## src/hdl/greedy_graph_coloring_macros.svh

```systemverilog
// ----------------------------------------------------------------------------
// Greedy graph coloring assertion macros
// Concurrent assertion wrappers; empty when SYNTHESIS is defined.
// ----------------------------------------------------------------------------
`ifndef GREEDY_GRAPH_COLORING_MACROS_SVH
`define GREEDY_GRAPH_COLORING_MACROS_SVH

`ifndef SYNTHESIS

// Check a property on every rising clock edge outside reset.
`define GGC_ASSERT(lbl, clk, rst_n, prop) \
  lbl: assert property (@(posedge clk) disable iff (!rst_n) (prop)) \
    else $error("ggc assertion failed");

// Check that an expression is never true outside reset.
`define GGC_ASSERT_NEVER(lbl, clk, rst_n, expr) \
  lbl: assert property (@(posedge clk) disable iff (!rst_n) !(expr)) \
    else $error("ggc forbidden condition seen");

`else

`define GGC_ASSERT(lbl, clk, rst_n, prop)
`define GGC_ASSERT_NEVER(lbl, clk, rst_n, expr)

`endif

`endif

```

## src/hdl/ggc_pkg.sv

```systemverilog
// ----------------------------------------------------------------------------
// Greedy graph coloring package
// Item types, command codes, sequencer states and mark-unit control.
// ----------------------------------------------------------------------------
package ggc_pkg;

  localparam int unsigned CmdW    = 2;
  localparam int unsigned VtxW    = 8;
  localparam int unsigned ColorW  = 9;
  localparam int unsigned GroupW  = 16;

  localparam logic [ColorW-1:0] CountMax = '1;

  typedef enum logic [CmdW-1:0] {
    CMD_CLEAR    = 2'd0,
    CMD_NEIGHBOR = 2'd1,
    CMD_ASSIGN   = 2'd2
  } cmd_e;

  typedef enum logic [2:0] {
    ST_SWEEP,
    ST_IDLE,
    ST_FIND,
    ST_READ_OLD,
    ST_UPD_OLD,
    ST_UPD_NEW
  } state_e;

  typedef struct packed {
    logic [CmdW-1:0] cmd;
    logic [VtxW-1:0] vertex;
    logic [VtxW-1:0] neighbor;
  } in_item_t;

  typedef struct packed {
    logic [VtxW-1:0]   colored_vertex;
    logic [ColorW-1:0] color;
    logic [ColorW-1:0] color_count;
    logic [ColorW-1:0] colors_used;
  } out_item_t;

  typedef struct packed {
    logic              clr;
    logic              set;
    logic [ColorW-1:0] set_color;
    logic              find;
  } mark_ctrl_t;

endpackage

```

## src/hdl/ggc_marks.sv

```systemverilog
// ----------------------------------------------------------------------------
// Greedy graph coloring used-color marks
// One flag per color and a two-stage first-free search in 16-color groups.
// ----------------------------------------------------------------------------
module ggc_marks #(
  parameter int NUM_VERTICES = 256
) (
  input  logic                          clk_i,
  input  logic                          rst_ni,
  input  ggc_pkg::mark_ctrl_t           ctrl_i,
  output logic [ggc_pkg::ColorW-1:0]    free_color_o
);

  localparam int unsigned NumColors = NUM_VERTICES + 2;
  localparam int unsigned IdxW      = $clog2(NumColors);
  localparam int unsigned NumGroups = (NumColors + ggc_pkg::GroupW - 1) / ggc_pkg::GroupW;
  localparam int unsigned GrpW      = (NumGroups > 1) ? $clog2(NumGroups) : 1;
  localparam int unsigned PadW      = NumGroups * ggc_pkg::GroupW;
  localparam int unsigned BitW      = $clog2(ggc_pkg::GroupW);

  logic [NumColors-1:0]        marks_q;
  logic [PadW-1:0]             marks_pad;
  logic [PadW-1:0]             free_vec;
  logic [GrpW-1:0]             grp_d, grp_q;
  logic [ggc_pkg::GroupW-1:0]  bits_d, bits_q;
  logic [BitW-1:0]             bit_idx;

  always_ff @(posedge clk_i or negedge rst_ni) begin
    if (!rst_ni) begin
      marks_q <= '0;
    end else if (ctrl_i.clr) begin
      marks_q <= '0;
    end else if (ctrl_i.set && (32'(ctrl_i.set_color) < NumColors)) begin
      marks_q[ctrl_i.set_color[IdxW-1:0]] <= 1'b1;
    end
  end

  assign marks_pad = PadW'(marks_q);

  // Color 0 never counts; the color just past the vertex count is always free.
  always_comb begin
    for (int i = 0; i < PadW; i++) begin
      free_vec[i] = ((i >= 1) && (i <= NUM_VERTICES) && !marks_pad[i])
                 || (i == NUM_VERTICES + 1);
    end
  end

  always_comb begin
    grp_d = '0;
    for (int g = NumGroups - 1; g >= 0; g--) begin
      if (|free_vec[g*ggc_pkg::GroupW +: ggc_pkg::GroupW]) begin
        grp_d = GrpW'(g);
      end
    end
    bits_d = free_vec[grp_d*ggc_pkg::GroupW +: ggc_pkg::GroupW];
  end

  always_ff @(posedge clk_i) begin
    if (ctrl_i.find) begin
      grp_q  <= grp_d;
      bits_q <= bits_d;
    end
  end

  always_comb begin
    bit_idx = '0;
    for (int b = ggc_pkg::GroupW - 1; b >= 0; b--) begin
      if (bits_q[b]) begin
        bit_idx = BitW'(b);
      end
    end
  end

  assign free_color_o = ggc_pkg::ColorW'({grp_q, bit_idx});

endmodule

```

## config.mk

```make
export PLATFORM = sky130hd
export DESIGN_NAME = ggc_marks
export DESIGN_NICKNAME = d
export VERILOG_FILES = /design/src/hdl/greedy_graph_coloring_macros.svh /design/src/hdl/ggc_pkg.sv /design/src/hdl/ggc_marks.sv
export SDC_FILE = /design/constraint.sdc
export NUM_CORES = 1
export LEC_CHECK = 0
export ABC_AREA = 1
export BUFFER_PORTS_ARGS = -buffer_cell sky130_fd_sc_hd__buf_2
export CORE_MARGIN = 1
export CORE_UTILIZATION = 55
export CTS_BUF_LIST = sky130_fd_sc_hd__clkbuf_16
export CTS_CLUSTER_SIZE = 12
export DETAILED_ROUTE_END_ITERATION = 8
export PLACE_DENSITY = 0.71
export SLEW_MARGIN = 20
export SYNTH_ARGS = -nofsm -noshare
export SYNTH_HDL_FRONTEND = slang
export SYNTH_SLANG_ARGS = --single-unit
```

## constraint.sdc

```tcl
create_clock -name clk_i -period 3.65 [get_ports clk_i]
set_input_delay 0.1825 -clock clk_i [delete_from_list [all_inputs] [get_ports clk_i]]
set_output_delay 0.1825 -clock clk_i [all_outputs]
set_load 0.02 [all_outputs]
```

==> metrics.csv, run 1 <==
metric,value,unit
vias per cell,6.01,
"Req. time, crit path",3.97,ns
RSZ-0062 raised after global routing,false,
H-Tree Depth,1,
fin nets,2072,
Comb pwr share,3.7,%
Starting DRT DRC Count,2017,
max_slew headroom,25.0,%
count of unique library cells instantiated by Yosys,35,
crit end category,flip-flop,
GRT Residual Overflow,0,
first-pass GRT wire length,81200,µm
largest net degree at the start of global routing,103,
Post-CTS Resized,0,
"most common cell after layout, fill and taps aside",nand2_1,
detailed placer's ending HPWL,36600,µm
Critical R2R Launch,marks_q[217],
final setup fails,0,
minimum clock period,3.34,ns
Pwr per Cell Area,373,nW/µm²
P_leak,6.74,nW
FF-to-FF End,bits_q[7],
Sw Ratio,23.9,%
Setup CP Type,flip-flop to flip-flop,
initial core utilization,56.4,%
final setup margin,0.309,ns
row cnt,59,
Min-Delay Path Class,input port to flip-flop,
CTS Buf Count,30,
clk slew on worst S/H paths,0.06,ns
Clk pwr share,45.5,%
Avg WL per Cell,21.5,µm
Internal Power,4.66,mW
peak supply drop,407,µV
register area share after synthesis,47.4,%
layout cells sized above 1,8.31,%
CP Launch Type,flip-flop,
Reg2Reg Depth,26,
Post-Place Cells,2353,
antenna violations before repair,0,
"Hold Vio Cnt, Final",0,
failing checks,design-rule violations,
max-slew violations,0,
detailed-router iteration count before antenna repair,8,
# IOs,23,
syn_nets,2051,
"Avg Cell Area, Syn",7.28,µm²
"FF+latch count, synth",277,
Die Ht,166,µm
"commonest non-fill, non-tap cells in the layout","nand2_1, inv_1, a21oi_1",
chip width,166,µm
CTS Sinks,277,
Post-synth EDFFs,21,
via count,14500,
max-cap violation count,0,
final wirelength,52000,µm
max frequency,0.299,GHz
WHS Path Cells,5,
# port buffers,22,
DRC,2,
worst-path fanout max,15,
status,"complete, but fails checks",
Min Hold Slack,0.112,ns
Fill cells,2397,
CP Data Arrival Time,3.67,ns
Die ar.,27600,µm²
Least-Margin Pin Slew,1.12,ns
Final Skew,0.0105,ns
Reg power frac,50.8,%
"non-filler cells, final",2416,
Tcrit/Tclk final,91.5,%
CTS Buffer Depth,3,
ys flop type,dfrtp_1,
setup TNS,0,ns
CTS tree,built,
Mapped Cells,2037,
ANT cells,0,
hold worst-path end,marks_q[206],
DRT antenna net count,0,
DP Worst Slack,0.387,ns
"reg-to-reg slack, setup",0.31,ns
clock root cell,clkbuf_16,
total net switching power,1.46,mW
post-CTS setup buffers,0,
synthesized cell area,14800,µm²
P&R area growth vs syn,10.8,%
Synth Warn #,0,
clock latency on the worst-skew pair,0.57,ns
hold path start,ctrl_i[10],
GRT Total Usage,38.1,%
Core Area,26300,µm²
Post-synth ARST share,92.4,%
vias in the first global route,14100,
GPL Wtd Cong,1.09,
[synth_stat cells, types with 5 or more instances]
library cell	count	area, µm²
inv_1	292	1100
nor2_1	174	653
buf_6	8	90.1
clkbuf_1	60	225
nand3_1	178	891
nand4_1	51	319
dfrtp_1	256	6410
edfxtp_1	21	631
inv_2	6	22.5
buf_2	27	135
nor3_1	26	130
a21oi_1	268	1340
o21bai_2	7	78.8
buf_4	7	52.6
o21ai_0	26	130
nand2_1	544	2040
nor4_1	29	181
o21ai_1	16	80.1
nor3_2	12	120
a31oi_1	5	31.3
[flip-flops by register name, summed over array words and instances, names as in the netlist]
name	flops
marks_q	256
bits_q	16
grp_q	5
[how the worst max path moves through the flow]
stage | from | end | slack (ns) | cells after the start
after floorplan | marks_q[193] | bits_q[12] | 1.28 | 25
after global placement | marks_q[217] | bits_q[7] | 0.39 | 26
after detailed placement | marks_q[217] | bits_q[7] | 0.39 | 26
after CTS | marks_q[217] | bits_q[7] | 0.36 | 26
after global routing | marks_q[217] | bits_q[7] | 0.02 | 26
final | marks_q[217] | bits_q[7] | 0.31 | 26
[logic make-up after synthesis]
family                 synth area share (%)
DFF                                    47.4
and+or+nand+nor                        30.1
AOI/OAI and AO/OA                      11.5
buffers and inverters                  11.0
[through the flow]
step                      power, mW  util, %  instance area, µm²
after global placement         3.38     58.8               15500
after CTS                      6.12     62.5               16400
after global routing           6.27     62.5               16400
final                          6.12     62.5               16400
after floorplan                3.25        -               14800
after detailed placement       3.38     58.8               15500
[routing by layer]
| layer | global-route usage, % | vias up | routed length [µm] |
|---|---|---|---|
| met5 | 0 | - | 0 |
| met4 | 19.6 | 0 | 3010 |
| met3 | 6.84 | 176 | 5690 |
| met2 | 56.1 | 868 | 22200 |
| met1 | 54.2 | 6910 | 21100 |
| li1 | - | 6563 | - |
[power groups by stage]
| stage | combinational [mW] | clock (mW) | sequential [mW] |
|---|---|---|---|
| after floorplan | 0.0834 | 0 | 3.17 |
| after global placement | 0.216 | 0 | 3.17 |
| after detailed placement | 0.217 | 0 | 3.17 |
| after CTS | 0.223 | 2.79 | 3.11 |
| after global routing | 0.243 | 2.92 | 3.11 |
| final | 0.226 | 2.79 | 3.11 |
[repair_timing]
| item | 4_1_cts | 5_1_grt |
|---|---|---|
| hold buffers | 8 | 0 |
| hold endpoints to repair | 104 | 0 |
| setup endpoints to repair | 0 | 0 |
[layout make-up]
type,instances,area (µm²),share of cell area (%)
Tap cell,335,419,2.55
Timing Repair Buffer,94,762,4.64
Inverter,299,1120,6.83
Multi-Input combinational cell,1356,6210,37.8
Clock buffer,31,776,4.72
Sequential cell,277,7040,42.8
Clock inverter,24,98.8,0.602
[worst max-delay path, stage by stage, from the launching register on]
cell	delay, ns
dfrtp_1	0.40
nand2_1	0.07
nor2_1	0.10
nand2_1	0.09
nor3_2	0.32
nand2_1	0.10
nand2_1	0.11
nand2_1	0.06
nand2_1	0.07
nand2_1	0.05
nand2_1	0.05
nand2_1	0.04
nand2_1	0.05
nand2_1	0.04
nand2_1	0.08
nand2_1	0.05
nand2_1	0.09
nand2_2	0.11
nand2_4	0.14
inv_2	0.16
buf_4	0.22
nor2_1	0.09
nor2_1	0.06
nor2_1	0.33
nand2_1	0.10
nand2_1	0.07
inv_1	0.04
(Power assumes the default switching activity.)
==> run 2: changes to the inputs <==
--- a/config.mk
+++ b/config.mk
@@ -7,7 +7,8 @@
 export LEC_CHECK = 0
 export ABC_AREA = 1
 export BUFFER_PORTS_ARGS = -buffer_cell sky130_fd_sc_hd__buf_2
-export CORE_MARGIN = 1
+export CORE_ASPECT_RATIO = 0.6
+export CORE_MARGIN = 2
 export CORE_UTILIZATION = 55
 export CTS_BUF_LIST = sky130_fd_sc_hd__clkbuf_16
 export CTS_CLUSTER_SIZE = 12
==> run 2 against run 1 <==
  * The run now ends clean
  * Clock-buffer cell count shrank 2
  * Combinational power grew 2%
  * First-iteration DRC count grew 21%
  * Wire length grew 2.5%
  * Register-to-register slack lost 0.07 ns
  * Via count grew 0.23%
  * Hold slack lost 0.091 ns
  * Power shrank 0.94%
  * Clock power shrank 3%
  * Die area grew 2.6%
  * Clock skew grew 0.0085 ns
  * Critical path type unchanged
==> metrics.csv, run 2 (synthesis results as in run 1) <==
metric,value,unit,change
slowest CP cell,nor4_1,,was dfrtp_1
max frequency,0.293,GHz,was 0.299 GHz
setup TNS,0,ns,unchanged
Avg WL per Cell,22.1,µm,was 21.5 µm
initial core utilization,56.0,%,was 56.4%
GPL Wtd Cong,1.02,,was 1.09
max-slew violations,0,,unchanged
DRT antenna net count,0,,unchanged
clock root cell,clkbuf_16,,unchanged
Min-Delay Path Class,input port to flip-flop,,unchanged
"Hold Vio Cnt, Final",0,,unchanged
clk slew on worst S/H paths,0.06,ns,about the same
detailed placer's ending HPWL,36800,µm,was 36600 µm
CTS Buf Count,28,,was 30
Pwr per Cell Area,372,nW/µm²,was 373 nW/µm²
peak supply drop,320,µV,was 407 µV
crit end category,flip-flop,,unchanged
Min Hold Slack,0.0207,ns,was 0.112 ns
row cnt,46,,was 59
detailed-router iteration count before antenna repair,6,,was 8
Core Area,26500,µm²,was 26300 µm²
CTS Buffer Depth,3,,unchanged
Die Ht,131,µm,was 166 µm
max_slew headroom,23.3,%,was 25.0%
number of flip-flops in the largest register,256,,unchanged
"Cell Chain, Critical Path",nand4_1 -> nor4_1 -> nand2_1 -> nand2_1 -> nand2_1 -> nand2_1 -> nand2_1 -> nand2_1 -> nand2_2 -> nand2_4 -> buf_12 -> nand2_1 -> o21ai_1 -> nand2_1 -> nand3_1 -> nand2_1 -> nand2_1 -> inv_1,,
final setup fails,0,,unchanged
Final Skew,0.0190,ns,was 0.0105 ns
fin nets,2056,,was 2072
vias per cell,6.03,,was 6.01
biggest regs,"marks_q: 256 flops, bits_q: 16 flops, grp_q: 5 flops",,unchanged
layout cells sized above 1,7.59,%,was 8.31%
via count,14600,,was 14500
status,finished clean,,"was complete, but fails checks"
Fill cells,2448,,was 2397
Die ar.,28300,µm²,was 27600 µm²
CP Data Arrival Time,3.74,ns,was 3.67 ns
chip width,216,µm,was 166 µm
minimum clock period,3.41,ns,was 3.34 ns
largest net degree at the start of global routing,110,,was 103
most frequent CP cell,nand2_1,,unchanged
GRT Total Usage,37.9,%,was 38.1%
worst-path fanout max,71,,was 15
CP Launch Type,flip-flop,,unchanged
Crit path buffers/inverters,2,,was 3
post-layout util,61.5,%,was 62.5%
max-cap violation count,0,,unchanged
H-Tree Depth,1,,unchanged
Starting DRT DRC Count,2441,,was 2017
vias in the first global route,13600,,was 14100
CTS Sinks,277,,unchanged
first-pass GRT wire length,81600,µm,was 81200 µm
GRT Residual Overflow,0,,unchanged
Crit path largest cell delay,0.81,ns,was 0.40 ns
"Req. time, crit path",3.98,ns,was 3.97 ns
"commonest non-fill, non-tap cells in the layout","nand2_1, inv_1, a21oi_1",,unchanged
# port buffers,22,,unchanged
antenna violations before repair,0,,unchanged
RSZ-0062 raised after global routing,false,,unchanged
"reg-to-reg slack, setup",0.24,ns,was 0.31 ns
P&R area growth vs syn,9.80,%,was 10.8%
"most common cell after layout, fill and taps aside",nand2_1,,unchanged
P_leak,6.63,nW,was 6.74 nW
Least-Margin Pin Slew,1.15,ns,was 1.12 ns
"delay-heaviest family, CP",simple AND/OR/NAND/NOR gates,,unchanged
Setup CP Type,flip-flop to flip-flop,,unchanged
post-CTS setup buffers,0,,unchanged
CTS tree,built,,unchanged
DRC,0,,was 2
Largest Register,marks_q,,unchanged
final wirelength,53300,µm,was 52000 µm
# IOs,23,,unchanged
Tcrit/Tclk final,93.4,%,was 91.5%
clock latency on the worst-skew pair,0.58,ns,was 0.57 ns
-- run 2: cell types whose count changed in the layout (fill, tap and decap cells not counted), sizes merged --
cell    previous run  this run
buf               86        72
diode              0         1
clkbuf            31        29
bufinv             0         1
clkinv            18         2
inv              305       309
-- run 2: path summary, 6_finish.rpt --
check / cells after the start / startpoint / endpoint
max: 18 / marks_q[118] / bits_q[4]
min: 4 / ctrl_i[8] / marks_q[256]
max reg2reg: 18 / marks_q[118] / bits_q[4]
min reg2reg: 2 / marks_q[229] / marks_q[229]
max in group asynchronous: 3 / rst_ni / marks_q[216]
min in group asynchronous: 2 / rst_ni / marks_q[37]
-- run 2: where the power goes --
group | switching, mW | total, mW | leakage (nW) | internal [mW]
Combinational | 0.196 | 0.231 | 2.45 | 0.0347
Clock | 1.24 | 2.72 | 0.435 | 1.48
Sequential | 0.00236 | 3.11 | 3.74 | 3.11
-- run 2: tightest hold or removal path, cell delays in order --
cell,delay (ns)
buf_2,0.11
nor4_1,0.09
nand2_1,0.10
a21oi_1,0.06
-- run 2: per-stage QoR --
stage | instance area (µm²) | setup slack, ns | power, mW | std cells
after CTS | 16300 | 0.379 | 6.07 | 2414
after global placement | 15400 | 0.439 | 3.38 | 2364
after floorplan | 14800 | 1.28 | 3.25 | 2037
after global routing | 16300 | 0.0622 | 6.22 | 2414
after detailed placement | 15400 | 0.396 | 3.39 | 2364
final | 16300 | 0.242 | 6.06 | 2415
-- run 2: cell type report --
| cell class | count | area [µm²] | area share [%] |
|---|---|---|---|
| antenna | 1 | 2.50 | 0.0154 |
| clock buffer | 29 | 726 | 4.46 |
| clock inverter | 13 | 83.8 | 0.515 |
| inverter | 299 | 1120 | 6.89 |
| multi-input combinational | 1356 | 6220 | 38.2 |
| sequential | 277 | 7040 | 43.2 |
| tap | 360 | 450 | 2.77 |
| timing repair buffer | 80 | 644 | 3.96 |
-- run 2: repair_timing --
| action | 4_1_cts | 5_1_grt |
|---|---|---|
| resized for setup | 0 | 0 |
| hold buffers | 8 | 0 |
| endpoints found under the hold margin | 114 | 0 |
-- run 2: metal layers --
layer	track usage (%)	vias up	wire length, µm
li1	-	6510	-
met1	56.4	6820	21800
met2	50.1	1076	20500
met3	16.5	145	9360
met4	9.44	0	1690
met5	0	-	0
